===== src/hw/rtl/scc_div_pipe.sv =====
// Pipelined restoring divider, one quotient bit per stage, several lanes.
`default_nettype none
module scc_div_pipe #(
  parameter int LANES = 1,
  parameter int NB    = 8,
  parameter int DB    = 8,
  parameter int QB    = 4,
  parameter int TAG_W = 1
) (
  input  logic                         clk,
  input  logic                         rst_n,
  input  logic                         en,
  input  logic                         vld_i,
  input  logic [TAG_W-1:0]             tag_i,
  input  logic [LANES-1:0][NB-1:0]     num_i,
  input  logic [LANES-1:0][DB-1:0]     den_i,
  output logic                         vld_o,
  output logic [TAG_W-1:0]             tag_o,
  output logic [LANES-1:0][QB-1:0]     quo_o
);

  logic                     vld_w [0:QB];
  logic [TAG_W-1:0]         tag_w [0:QB];
  logic [LANES-1:0][DB-1:0] rem_w [0:QB];
  logic [LANES-1:0][DB-1:0] den_w [0:QB];
  logic [LANES-1:0][QB-1:0] low_w [0:QB];
  logic [LANES-1:0][QB-1:0] quo_w [0:QB];

  // The upper numerator bits seed the remainder; the rest feed in one per stage.
  always_comb begin
    vld_w[0] = vld_i;
    tag_w[0] = tag_i;
    den_w[0] = den_i;
    quo_w[0] = '0;
    for (int l = 0; l < LANES; l++) begin
      rem_w[0][l] = DB'(num_i[l] >> QB);
      low_w[0][l] = num_i[l][QB-1:0];
    end
  end

  for (genvar k = 0; k < QB; k++) begin : g_stage
    logic                     vld_r;
    logic [TAG_W-1:0]         tag_r;
    logic [LANES-1:0][DB-1:0] rem_r, rem_nxt, den_r;
    logic [LANES-1:0][QB-1:0] low_r, quo_r, quo_nxt;
    logic [LANES-1:0][DB:0]   trial, diff;
    logic [LANES-1:0]         ge;

    // Trial subtraction of the divisor from the shifted remainder.
    always_comb begin
      for (int l = 0; l < LANES; l++) begin
        trial[l]   = {rem_w[k][l], low_w[k][l][QB-1-k]};
        diff[l]    = trial[l] - {1'b0, den_w[k][l]};
        ge[l]      = trial[l] >= {1'b0, den_w[k][l]};
        rem_nxt[l] = ge[l] ? diff[l][DB-1:0] : trial[l][DB-1:0];
        quo_nxt[l] = {quo_w[k][l][QB-2:0], ge[l]};
      end
    end

    always_ff @(posedge clk) begin
      if (!rst_n) begin
        vld_r <= 1'b0;
      end else if (en) begin
        vld_r <= vld_w[k];
      end
    end

    always_ff @(posedge clk) begin
      if (en) begin
        tag_r <= tag_w[k];
        rem_r <= rem_nxt;
        den_r <= den_w[k];
        low_r <= low_w[k];
        quo_r <= quo_nxt;
      end
    end

    assign vld_w[k+1] = vld_r;
    assign tag_w[k+1] = tag_r;
    assign rem_w[k+1] = rem_r;
    assign den_w[k+1] = den_r;
    assign low_w[k+1] = low_r;
    assign quo_w[k+1] = quo_r;
  end

  assign vld_o = vld_w[QB];
  assign tag_o = tag_w[QB];
  assign quo_o = quo_w[QB];

endmodule
`default_nettype wire


===== config.mk =====
export PLATFORM = sky130hd
export DESIGN_NAME = scc_div_pipe
export DESIGN_NICKNAME = d
export VERILOG_FILES = /design/src/hw/rtl/scc_div_pipe.sv
export SDC_FILE = /design/constraint.sdc
export NUM_CORES = 1
export LEC_CHECK = 0
export ABC_AREA = 1
export BUFFER_PORTS_ARGS = -buffer_cell sky130_fd_sc_hd__buf_2
export CORE_UTILIZATION = 52
export CTS_CLUSTER_DIAMETER = 100
export CTS_CLUSTER_SIZE = 10
export DETAILED_ROUTE_END_ITERATION = 10
export GPL_TIMING_DRIVEN = 1
export PLACE_DENSITY = 0.7
export SYNTH_ARGS = -nofsm -noshare
export SYNTH_HDL_FRONTEND = slang
export SYNTH_SLANG_ARGS = --single-unit

===== constraint.sdc =====
create_clock -name clk -period 2.5 [get_ports clk]
set_input_delay 0.5 -clock clk [delete_from_list [all_inputs] [get_ports clk]]
set_output_delay 0.5 -clock clk [all_outputs]
set_load 0.01 [all_outputs]

# == Word-level counts from Yosys, hierarchy flattened ==
# Cells that the tools add are included.
# totals
latchBits,0
inputBits,21
mem_bits_rw,0
rom_bits,0
reg_bits,72
memories,0
wordCells,32
output_inout_bits,6
# op_classes
n_eq_ne,0
n_reduce_logical,0
n_mux,3
n_shift,0
n_mul,0
order_cmp,4
n_bitwise,0
div,0
add_sub_neg,3
# ops
cell,count
>= comparator 9 x 8 -> 1 bit,3
two-way mux 8 bit,2
subtractor 8 bit,2
>= comparator 5 x 8 -> 1 bit,1
subtractor 5 x 8 -> 8 bit,1
two-way mux 5 bit,1

# == Logic depth before layout (Yosys ltp) ==
# Gate-level depths: netlist of the first run.
# depth
depth_word,2
mapped_depth,11

# == Least setup slack after synthesis of the first run ==
# Ideal clock, no wire load.
# synth_path
path_kind,input to register
from,in num_i[3] (netlist name)
to,reg g_stage[0].rem_r[0] (netlist name) (data pin)
path_stages,8
arrival_time_ns,1.687
setup_slack_ns,0.558
required_time_ns,2.244
path_cell_list,inv_1 ha_1 fa_1 o21ai_2 nand2_2 nand3_2 buf_6 o21ai_1
# synth_rtl
element,line_no,source
"start, declared",15,"input logic [LANES-1:0][NB-1:0] num_i,"
"end signal, assigned",71,rem_r <= rem_nxt;
"end, declared",44,"logic [LANES-1:0][DB-1:0] rem_r, rem_nxt, den_r;"

==> impl_metrics.tcl, run 1 <==
set metrics [dict create \
    ios 27 \
    yosysSeqAreaShare_pct 53.6 \
    place_congestion 0.911 \
    use_met2_pct 32.1 \
    min_path_cells 1 \
    fp-row-count 31 \
    viasPerCell 4.98 \
    synth_warnings 0 \
    gr-usage-met1_pct 19.3 \
    fmax_mhz 533 \
    vias 2715 \
    ctsResizeCount 0 \
    drt_iter0_markers 85 \
    fin_nets 494 \
    cap_violations 0 \
    worst_ep_required_time_ns 2.60 \
    wire_per_inst_um 11.8 \
    dpl_worst_slack_ns 0.324 \
    die_w_um 89.3 \
    grtUsageTotal_pct 18.0 \
    ctsRootBufferMaster "clkbuf_8" \
    endpoint_kind "register" \
    antennaDiodeCount 0 \
    async_reset_ff_share_pct 0 \
    layout_commonest_cell "nand2_1" \
    clk_pin_slew_ns 0.07 \
    worstSetupPathType "reg2reg" \
    grt_pass1_wl_um 10500 \
    arrival_ns 1.98 \
    syn2layout_area_growth_pct 11.1 \
    rr_worst_depth 9 \
    hold_path_class "in2reg" \
    irDropWorstVdd_mv 0.389 \
    syn_area_um2 3960 \
    max_slew_margin_pct 71.6 \
    crit_fanout 9 \
    syn_nets 458 \
    rsz0062_at_grt "no" \
    utilization_pct 60.3 \
    overflow 0 \
    setup_ws_ns 0.624 \
    cp_slowest_stage_delay_ns 0.41 \
    layout_worst_path_cycle_share_pct 75.0 \
    die_h_um 89.3 \
    ys_seq_elements 72 \
    cp.depth 9 \
    ys_dominant_reg_cell "edfxtp_1" \
    cpMostUsedCell "nand2_1" \
    setup_viol 0 \
    grt_max_degree 44 \
    nFillCells 642 \
    synth.avg_cell_area_um2 9.78 \
    port_buffers 26 \
    start_kind "register" \
    hold_viol 0 \
    grt_util_met3_pct 3.42 \
    final_layout_size_suffix_gt1_share_pct 14.8 \
    postCtsHoldBufs 0 \
    crit_slowest_cell "edfxtp_1" \
    cts_setup_buffers 0 \
    setup_tns_ns 0 \
    power.density_nw_per_um2 720 \
    post-dp-hpwl_um 4940 \
    clock_sinks 72 \
    numPlacedInstances 529 \
    core_um2 7290 \
    start_util_pct 54.3 \
    outcome "completed" \
    ys_types 33 \
    cp_cell_sequence "ha_1 > nand2_1 > inv_1 > nand3_1 > nor2_2 > nor2_4 > nand2_4 > nand2_1 > nand2_1" \
    layout_common_cells "nand2_1 (109), inv_1 (71), edfxtp_1 (68)" \
    dieArea_um2 7970 \
    cts_tree "done" \
    drt.antenna.violating_nets 0 \
    synth-edff-count 68 \
    syn_inst 405 \
    grt_pass1_vias 2552 \
    whs_ns 0.330 \
    clk_latency_ns 0.34 \
    layout.cells.non_filler 545 \
    drc 0 \
    cts_buffer_depth 2 \
    numCtsBuffers 9 \
    dr.pass1.iters 4 \
    htreeDepth 3 \
    tightestPinTransition_ns 0.426 \
    clock_skew_ns 0.00537 \
    drt_wl_total_um 6430 \
    power.leakage_nw 2.11 \
    path_delay_family "simple AND/OR/NAND/NOR gates" \
    top_usage_layer "met2" \
    period_needed_ns 1.88 \
    crit_buf_inv 1 \
    grt_antenna_before_repair 0 \
    slew_violations 0 \
]
-- Yosys cell counts, types with 2 or more instances --
master	instances	area (um^2)
xnor2_1	3	26.3
nor2_2	2	12.5
nor2_4	2	22.5
edfxtp_1	68	2040
nor3_1	2	10.0
ha_1	29	363
nand4_1	7	43.8
xor2_1	6	52.6
nand2_4	3	33.8
nand3_1	30	150
nand3_2	2	20.0
nand2_1	109	409
inv_1	71	267
dfxtp_1	4	80.1
o21ai_0	6	30.0
o21ai_2	3	26.3
fa_1	3	60.1
inv_2	2	7.51
nor2_1	24	90.1
buf_6	2	22.5
nand2_2	5	31.3
a21oi_1	11	55.1
-- area by class of cell --
class	instances	area (um^2)	share of cell area, %
Clock inverter	7	62.6	1.42
Tap cell	99	124	2.81
Clock buffer	9	124	2.81
Sequential cell	72	2120	48.2
Multi-Input combinational cell	257	1540	34.9
Inverter	73	274	6.23
Timing Repair Buffer	28	158	3.58
-- state kept, by name, summed over array words and instances, names as in the netlist --
signal         flops
g_stage.den_r     24
g_stage.rem_r     24
g_stage.low_r      6
g_stage.quo_r      6
quo_o              4
g_stage.tag_r      3
g_stage.vld_r      3
tag_o              1
vld_o              1
-- layer usage --
metal	up-vias	wire length (um)
li1	1403	-
met1	1253	2700
met3	11	169
met2	48	3390
met5	-	0
met4	0	171
-- path summary, 6_finish.rpt --
check / from / endpoint / slack (ns)
max reg2reg: g_stage[0].rem_r[1] / g_stage[1].rem_r[7] / 0.62
min: num_i[1] / g_stage[0].low_r[1] / 0.33
max: g_stage[0].rem_r[1] / g_stage[1].rem_r[7] / 0.62
min reg2reg: g_stage[1].low_r[0] / g_stage[2].low_r[0] / 0.42
-- report_power, final --
part	total, mW	internal (mW)	leakage, nW	switching [mW]
Combinational	0.750	0.289	1.32	0.462
Sequential	1.55	1.49	0.698	0.0602
Clock	0.871	0.450	0.0901	0.421
-- through the flow --
stage | power [mW] | area (um^2)
floorplan | 2.14 | 3960
global placement | 2.29 | 4210
detailed placement | 2.32 | 4210
CTS | 3.20 | 4400
global route | 3.37 | 4400
finish | 3.17 | 4400
-- logic make-up (layout without fill, tap and decap cells) --
| family | count (synthesis) | after routing | synth area share, % |
|---|---|---|---|
| AOI/OAI and AO/OA | 24 | 24 | 3.51 |
| xor gates and xnor gates | 9 | 9 | 1.99 |
| adders and majority gates | 32 | 32 | 10.7 |
| buffers and inverters | 76 | 117 | 7.67 |
| DFF | 72 | 72 | 53.6 |
| and+or+nand+nor | 192 | 192 | 22.6 |
Note: power is estimated with default switching activity, not from simulation.
==> inputs of run 2 (changes only) <==
--- a/config.mk
+++ b/config.mk
@@ -12,7 +12,7 @@
 export CTS_CLUSTER_SIZE = 10
 export DETAILED_ROUTE_END_ITERATION = 10
 export GPL_TIMING_DRIVEN = 1
-export PLACE_DENSITY = 0.7
+export PLACE_DENSITY = 0.73
 export SYNTH_ARGS = -nofsm -noshare
 export SYNTH_HDL_FRONTEND = slang
 export SYNTH_SLANG_ARGS = --single-unit
==> constraint.sdc (replaced) <==
create_clock -name clk -period 1.68 [get_ports clk]
set_input_delay 0.336 -clock clk [delete_from_list [all_inputs] [get_ports clk]]
set_output_delay 0.336 -clock clk [all_outputs]
set_load 0.01 [all_outputs]
==> run 2 against run 1 <==
  * Worst setup slack worse by 0.72 ns
  * Fmax up 5.4%
  * Clock power up 41%
  * Flip-flop and latch count unchanged
  * Power up 71%
  * Wire length up 37%
  * The run now ends with negative setup slack left
  * Critical path depth up 1
==> impl_metrics.tcl, run 2 (same netlist as run 1, synthesis figures left out) <==
set metrics [dict create \
    design_area_um2 5460 \
    cap_violations 0 \
    cp_cell_sequence "inv_2 > ha_4 > nand2_2 > nand2_2 > nand2_1 > nand2_2 > nor2_4 > nand2_4 > nand2_2 > nand2_1" \
    vias 3228 \
    power.leakage_nw 2.55 \
    cts_buffer_depth 2 \
    violations "negative setup slack" \
    tightestPinTransition_ns 0.296 \
    irDropWorstVdd_mv 0.574 \
    largestRegisters "g_stage.den_r: 24 flops, g_stage.rem_r: 24 flops" \
    endpoint_kind "register" \
    drt.antenna.violating_nets 0 \
    grt_pass1_wl_um 12800 \
    placed_cell_area_um2 4670 \
    htreeDepth 3 \
    fp-row-count 31 \
    whs_ns 0.148 \
    worstSetupPathType "reg2reg" \
    clock_sinks 72 \
    period_needed_ns 1.78 \
    startpoint "g_stage[1].den_r[6]" \
    wire_per_inst_um 13.8 \
    layout_worst_path_cycle_share_pct 106 \
    cpMostUsedCell "nand2_2" \
    drt_wl_total_um 8820 \
    place_congestion 0.880 \
    drc 0 \
    utilization_pct 74.9 \
    postCtsHoldBufs 0 \
    setup_viol 14 \
    worstHoldStart "num_i[1]" \
    antennaDiodeCount 0 \
    rsz0062_at_grt "yes" \
    drt_iter0_markers 131 \
    slew_violations 0 \
    arrival_ns 1.91 \
    setup_tns_ns -0.630 \
    ctsRootBufferMaster "clkbuf_8" \
    dieArea_um2 7970 \
    layout_common_cells "buf_4 (89), nand2_1 (78), edfxtp_1 (68)" \
    crit_slowest_cell "edfxtp_1" \
    dr.pass1.iters 4 \
    final_layout_size_suffix_gt1_share_pct 43.6 \
    nFillCells 474 \
    crit_fanout 6 \
    timing.rr.start "g_stage[1].den_r[6]" \
    worst_ep_required_time_ns 1.81 \
    ios 27 \
    core_um2 7290 \
    die_w_um 89.3 \
    max_slew_margin_pct 80.2 \
    grtUsageTotal_pct 22.2 \
    fmax_mhz 562 \
    power.density_nw_per_um2 991 \
    hold_viol 0 \
    grt_antenna_before_repair 0 \
    post-dp-hpwl_um 5680 \
    die_h_um 89.3 \
    overflow 0 \
    port_buffers 26 \
    hold_path_class "in2reg" \
    cp_slowest_stage_delay_ns 0.42 \
    fin_nets 589 \
    viasPerCell 5.04 \
    syn2layout_area_growth_pct 37.9 \
    grt_pass1_vias 3032 \
    start_util_pct 54.3 \
    clk_pin_slew_ns 0.08 \
    grt_max_degree 26 \
    setup_ws_ns -0.0999 \
    start_kind "register" \
    clock_skew_ns 0.00833 \
    layout_commonest_cell "buf_4" \
    outcome "complete, but fails checks" \
    numCtsBuffers 9 \
    clk_latency_ns 0.36 \
    cts_tree "done" \
]
==> run 2: cell types whose count changed in the layout (fill, tap and decap cells not counted), moves of 5 or more <==
cell and change:
nand2_2 +31, ha_1 -16, nand2_1 -31, nor2_1 -5, buf_4 +88, nand3_1 -5, inv_1 -11, inv_2 +10
ha_4 +14
==> run 2: worst paths after layout <==
check / endpoint / cells past startpoint / slack, ns
worst max-delay path: g_stage[2].rem_r[0] / 10 / -0.1
worst min-delay path: g_stage[0].low_r[1] / 1 / 0.15
worst max register to register: g_stage[2].rem_r[0] / 10 / -0.1
worst min register to register: g_stage[2].quo_r[2] / 0 / 0.42
==> run 2: final cells by class <==
class,count,area (um^2),share of cell area [%]
clock buffers,10,128,2.34
clock inverters,6,45.0,0.825
inverters,73,277,5.06
multi-input cells,262,1930,35.3
flip-flops and latches,72,2120,38.8
well taps,99,124,2.27
repair buffers,118,841,15.4
==> run 2: stage by stage <==
| step | cells | total power [mW] | setup slack (ns) |
|---|---|---|---|
| final | 640 | 5.42 | -0.0999 |
| after global routing | 640 | 5.71 | -0.185 |
| after CTS | 624 | 5.16 | -0.0202 |
| after detailed placement | 589 | 3.73 | -0.138 |
| after global placement | 589 | 3.66 | -0.0783 |
| after floorplan | 405 | 3.18 | 0.00589 |
==> run 2: repair_timing <==
item                                    CTS  global route
endpoints found under the setup margin   16            18
hold endpoints to repair                  0             0
gates cloned                              4             1
buffers inserted                         15            15
resized for setup                        34            48
pin swaps                                18            23
==> run 2: critical path: cells and delay by family, from the launching register on <==
kind	cells	cell delay (ns)
flip-flops	1	0.42
buffers and inverters	1	0.10
adder cells (fa/ha/maj)	1	0.22
AND/OR/NAND/NOR	8	0.81
==> run 2: report_power, final <==
| part | switching [mW] | leakage [nW] | internal (mW) |
|---|---|---|---|
| Clock | 0.688 | 0.0789 | 0.540 |
| Combinational | 0.971 | 1.78 | 0.895 |
| Sequential | 0.107 | 0.698 | 2.21 |
| Total | 1.77 | 2.55 | 3.65 |
==> run 2: metal layers <==
metal / part of all wire, % / up-vias / GRT usage (%)
met2: 57 / 62 / 43.9
met3: 3.0 / 24 / 6.00
met1: 37 / 1545 / 21.0
met5: 0 / - / 0
li1: - / 1597 / -
met4: 2.6 / 0 / 10.1
==> inputs of run 3 (changes only) <==
--- a/config.mk
+++ b/config.mk
@@ -8,6 +8,7 @@
 export ABC_AREA = 1
 export BUFFER_PORTS_ARGS = -buffer_cell sky130_fd_sc_hd__buf_2
 export CORE_UTILIZATION = 52
+export CTS_BUF_LIST = sky130_fd_sc_hd__clkbuf_4 sky130_fd_sc_hd__clkbuf_8
 export CTS_CLUSTER_DIAMETER = 100
 export CTS_CLUSTER_SIZE = 10
 export DETAILED_ROUTE_END_ITERATION = 10
==> run 3 against run 2 <==
  * The run still ends with negative setup slack left
  * Cell area about the same
  * Power up 0.41%
  * Die area unchanged
  * Global-route usage unchanged
  * Clock skew up 0.00088 ns
  * Critical path depth unchanged
  * Flip-flop and latch count unchanged
  * Register-to-register slack about the same
  * Largest power group unchanged
==> impl_metrics.tcl, run 3 (same netlist as run 1, synthesis figures left out) <==
set metrics [dict create \
    outcome "complete, but fails checks" \
    violations "negative setup slack" \
    rrSetupSlack_ns -0.10 \
    largestRegisters "g_stage.den_r: 24 flops, g_stage.rem_r: 24 flops" \
    start_kind "register" \
    placed_cell_area_um2 4670 \
    crit_slowest_cell "edfxtp_1" \
    use_met2_pct 43.9 \
    cp_slowest_stage_delay_ns 0.42 \
    overflow 0 \
    antennaDiodeCount 0 \
    r2r-end "g_stage[2].rem_r[0]" \
    die_h_um 89.3 \
    crit_fanout 6 \
    place_congestion 0.880 \
    cpMostUsedCell "nand2_2" \
    drt_iter0_markers 146 \
    ios 27 \
    numCtsBuffers 9 \
    drc 0 \
    postCtsHoldBufs 0 \
    cts_buffer_depth 2 \
    fp-row-count 31 \
    fin_nets 589 \
    worst_ep_required_time_ns 1.81 \
    clock_sinks 72 \
    hold_viol 0 \
    drt.antenna.violating_nets 0 \
    grt_max_degree 26 \
    nFillCells 475 \
    layout_common_cells "buf_4 (89), nand2_1 (78), edfxtp_1 (68)" \
    core_um2 7290 \
    start_util_pct 54.3 \
    power.density_nw_per_um2 995 \
    layout_worst_path_cycle_share_pct 106 \
    post-dp-hpwl_um 5680 \
    dr.pass1.iters 5 \
    port_buffers 26 \
    grt_util_met3_pct 6.00 \
    rr_worst_depth 10 \
    tightestPinTransition_ns 0.302 \
    grt_pass1_wl_um 12800 \
    min_path_cells 1 \
    grt_antenna_before_repair 0 \
    period_needed_ns 1.78 \
    power_mw 5.44 \
    arrival_ns 1.92 \
    die_w_um 89.3 \
    cts_tree "done" \
    fmax_mhz 561 \
    irDropWorstVdd_mv 0.572 \
    layout_commonest_cell "buf_4" \
    wire_per_inst_um 13.8 \
    hold_path_class "in2reg" \
    clk_pin_slew_ns 0.08 \
    worstSetupPathType "reg2reg" \
    final_layout_size_suffix_gt1_share_pct 43.8 \
    clk_latency_ns 0.37 \
    viasPerCell 5.04 \
    seq_area_um2 2120 \
    dieArea_um2 7970 \
    design_area_um2 5470 \
    htreeDepth 3 \
    cp_cell_sequence "inv_2 > ha_4 > nand2_2 > nand2_2 > nand2_1 > nand2_2 > nor2_4 > nand2_4 > nand2_2 > nand2_1" \
    power.leakage_nw 2.56 \
    top_usage_layer "met2" \
    max_slew_margin_pct 79.8 \
    gr-usage-met1_pct 21.0 \
    multi_input_area_um2 1930 \
    timing.rr.start "g_stage[1].den_r[6]" \
    grtUsageTotal_pct 22.2 \
    worstHoldStart "num_i[0]" \
    rsz0062_at_grt "yes" \
    drt_wl_total_um 8860 \
    setup_ws_ns -0.104 \
    clock_skew_ns 0.00921 \
    syn2layout_area_growth_pct 38.0 \
    slew_violations 0 \
    grt_pass1_vias 3032 \
    setup_viol 14 \
    holdPathEnd "g_stage[0].low_r[0]" \
    ctsRootBufferMaster "clkbuf_8" \
    vias 3228 \
    cap_violations 0 \
    endpoint_kind "register" \
]
run 3: cell counts in the layout (fill, tap and decap cells not counted):
No cell type changed its count.
run 3: power by group:
group / internal, mW / switching (mW)
combinational: 0.896 / 0.973
clock: 0.556 / 0.691
sequential: 2.21 / 0.107
run 3: what timing repair did:
action,CTS,global route
endpoints found under the hold margin,0,0
setup buffers,15,15
endpoints found under the setup margin,16,18
resized for setup,34,48
pin swaps,18,23
cloned,4,1
run 3: worst max-delay path by stage:
stage                        startpoint                  end  slack [ns]  cells past startpoint
floorplan                      num_i[3]  g_stage[0].rem_r[0]       0.006                      8
global placement               den_i[0]  g_stage[0].rem_r[0]       -0.08                      7
detailed placement             den_i[0]  g_stage[0].rem_r[0]       -0.14                      7
CTS                 g_stage[1].den_r[2]  g_stage[2].rem_r[4]       -0.02                     10
global route        g_stage[1].den_r[6]  g_stage[2].rem_r[0]       -0.18                     10
finish              g_stage[1].den_r[6]  g_stage[2].rem_r[0]       -0.10                     10
run 3: metrics by stage:
step                      cells  setup slack, ns  setup TNS (ns)  hold slack (ns)  utilization (%)
after detailed placement    589           -0.138           -1.89            0.405             64.0
after floorplan             405          0.00589               0            0.400                -
after global routing        640           -0.185           -2.04            0.130             75.0
final                       640           -0.104          -0.706            0.145             75.0
after CTS                   624          -0.0202          -0.130            0.134             71.1
after global placement      589          -0.0783           -1.05            0.401             64.0
run 3: cell type report:
| type | instances | share of cell area (%) |
|---|---|---|
| Inverter | 73 | 5.06 |
| Clock inverter | 6 | 0.824 |
| Tap cell | 99 | 2.27 |
| Multi-Input combinational cell | 262 | 35.2 |
| Timing Repair Buffer | 118 | 15.4 |
| Sequential cell | 72 | 38.8 |
| Clock buffer | 10 | 2.40 |
run 3: routing by layer:
| layer | part of all wire, % | vias up |
|---|---|---|
| li1 | - | 1604 |
| met1 | 37 | 1538 |
| met2 | 57 | 62 |
| met3 | 3.0 | 24 |
| met4 | 2.8 | 0 |
| met5 | 0 | - |
run 3: worst max-delay path: cells and delay by family (launching register included):
kind	cells	cell delay [ns]
and+or+nand+nor	8	0.81
adders and majority gates	1	0.22
DFF	1	0.42
buffers and inverters	1	0.10
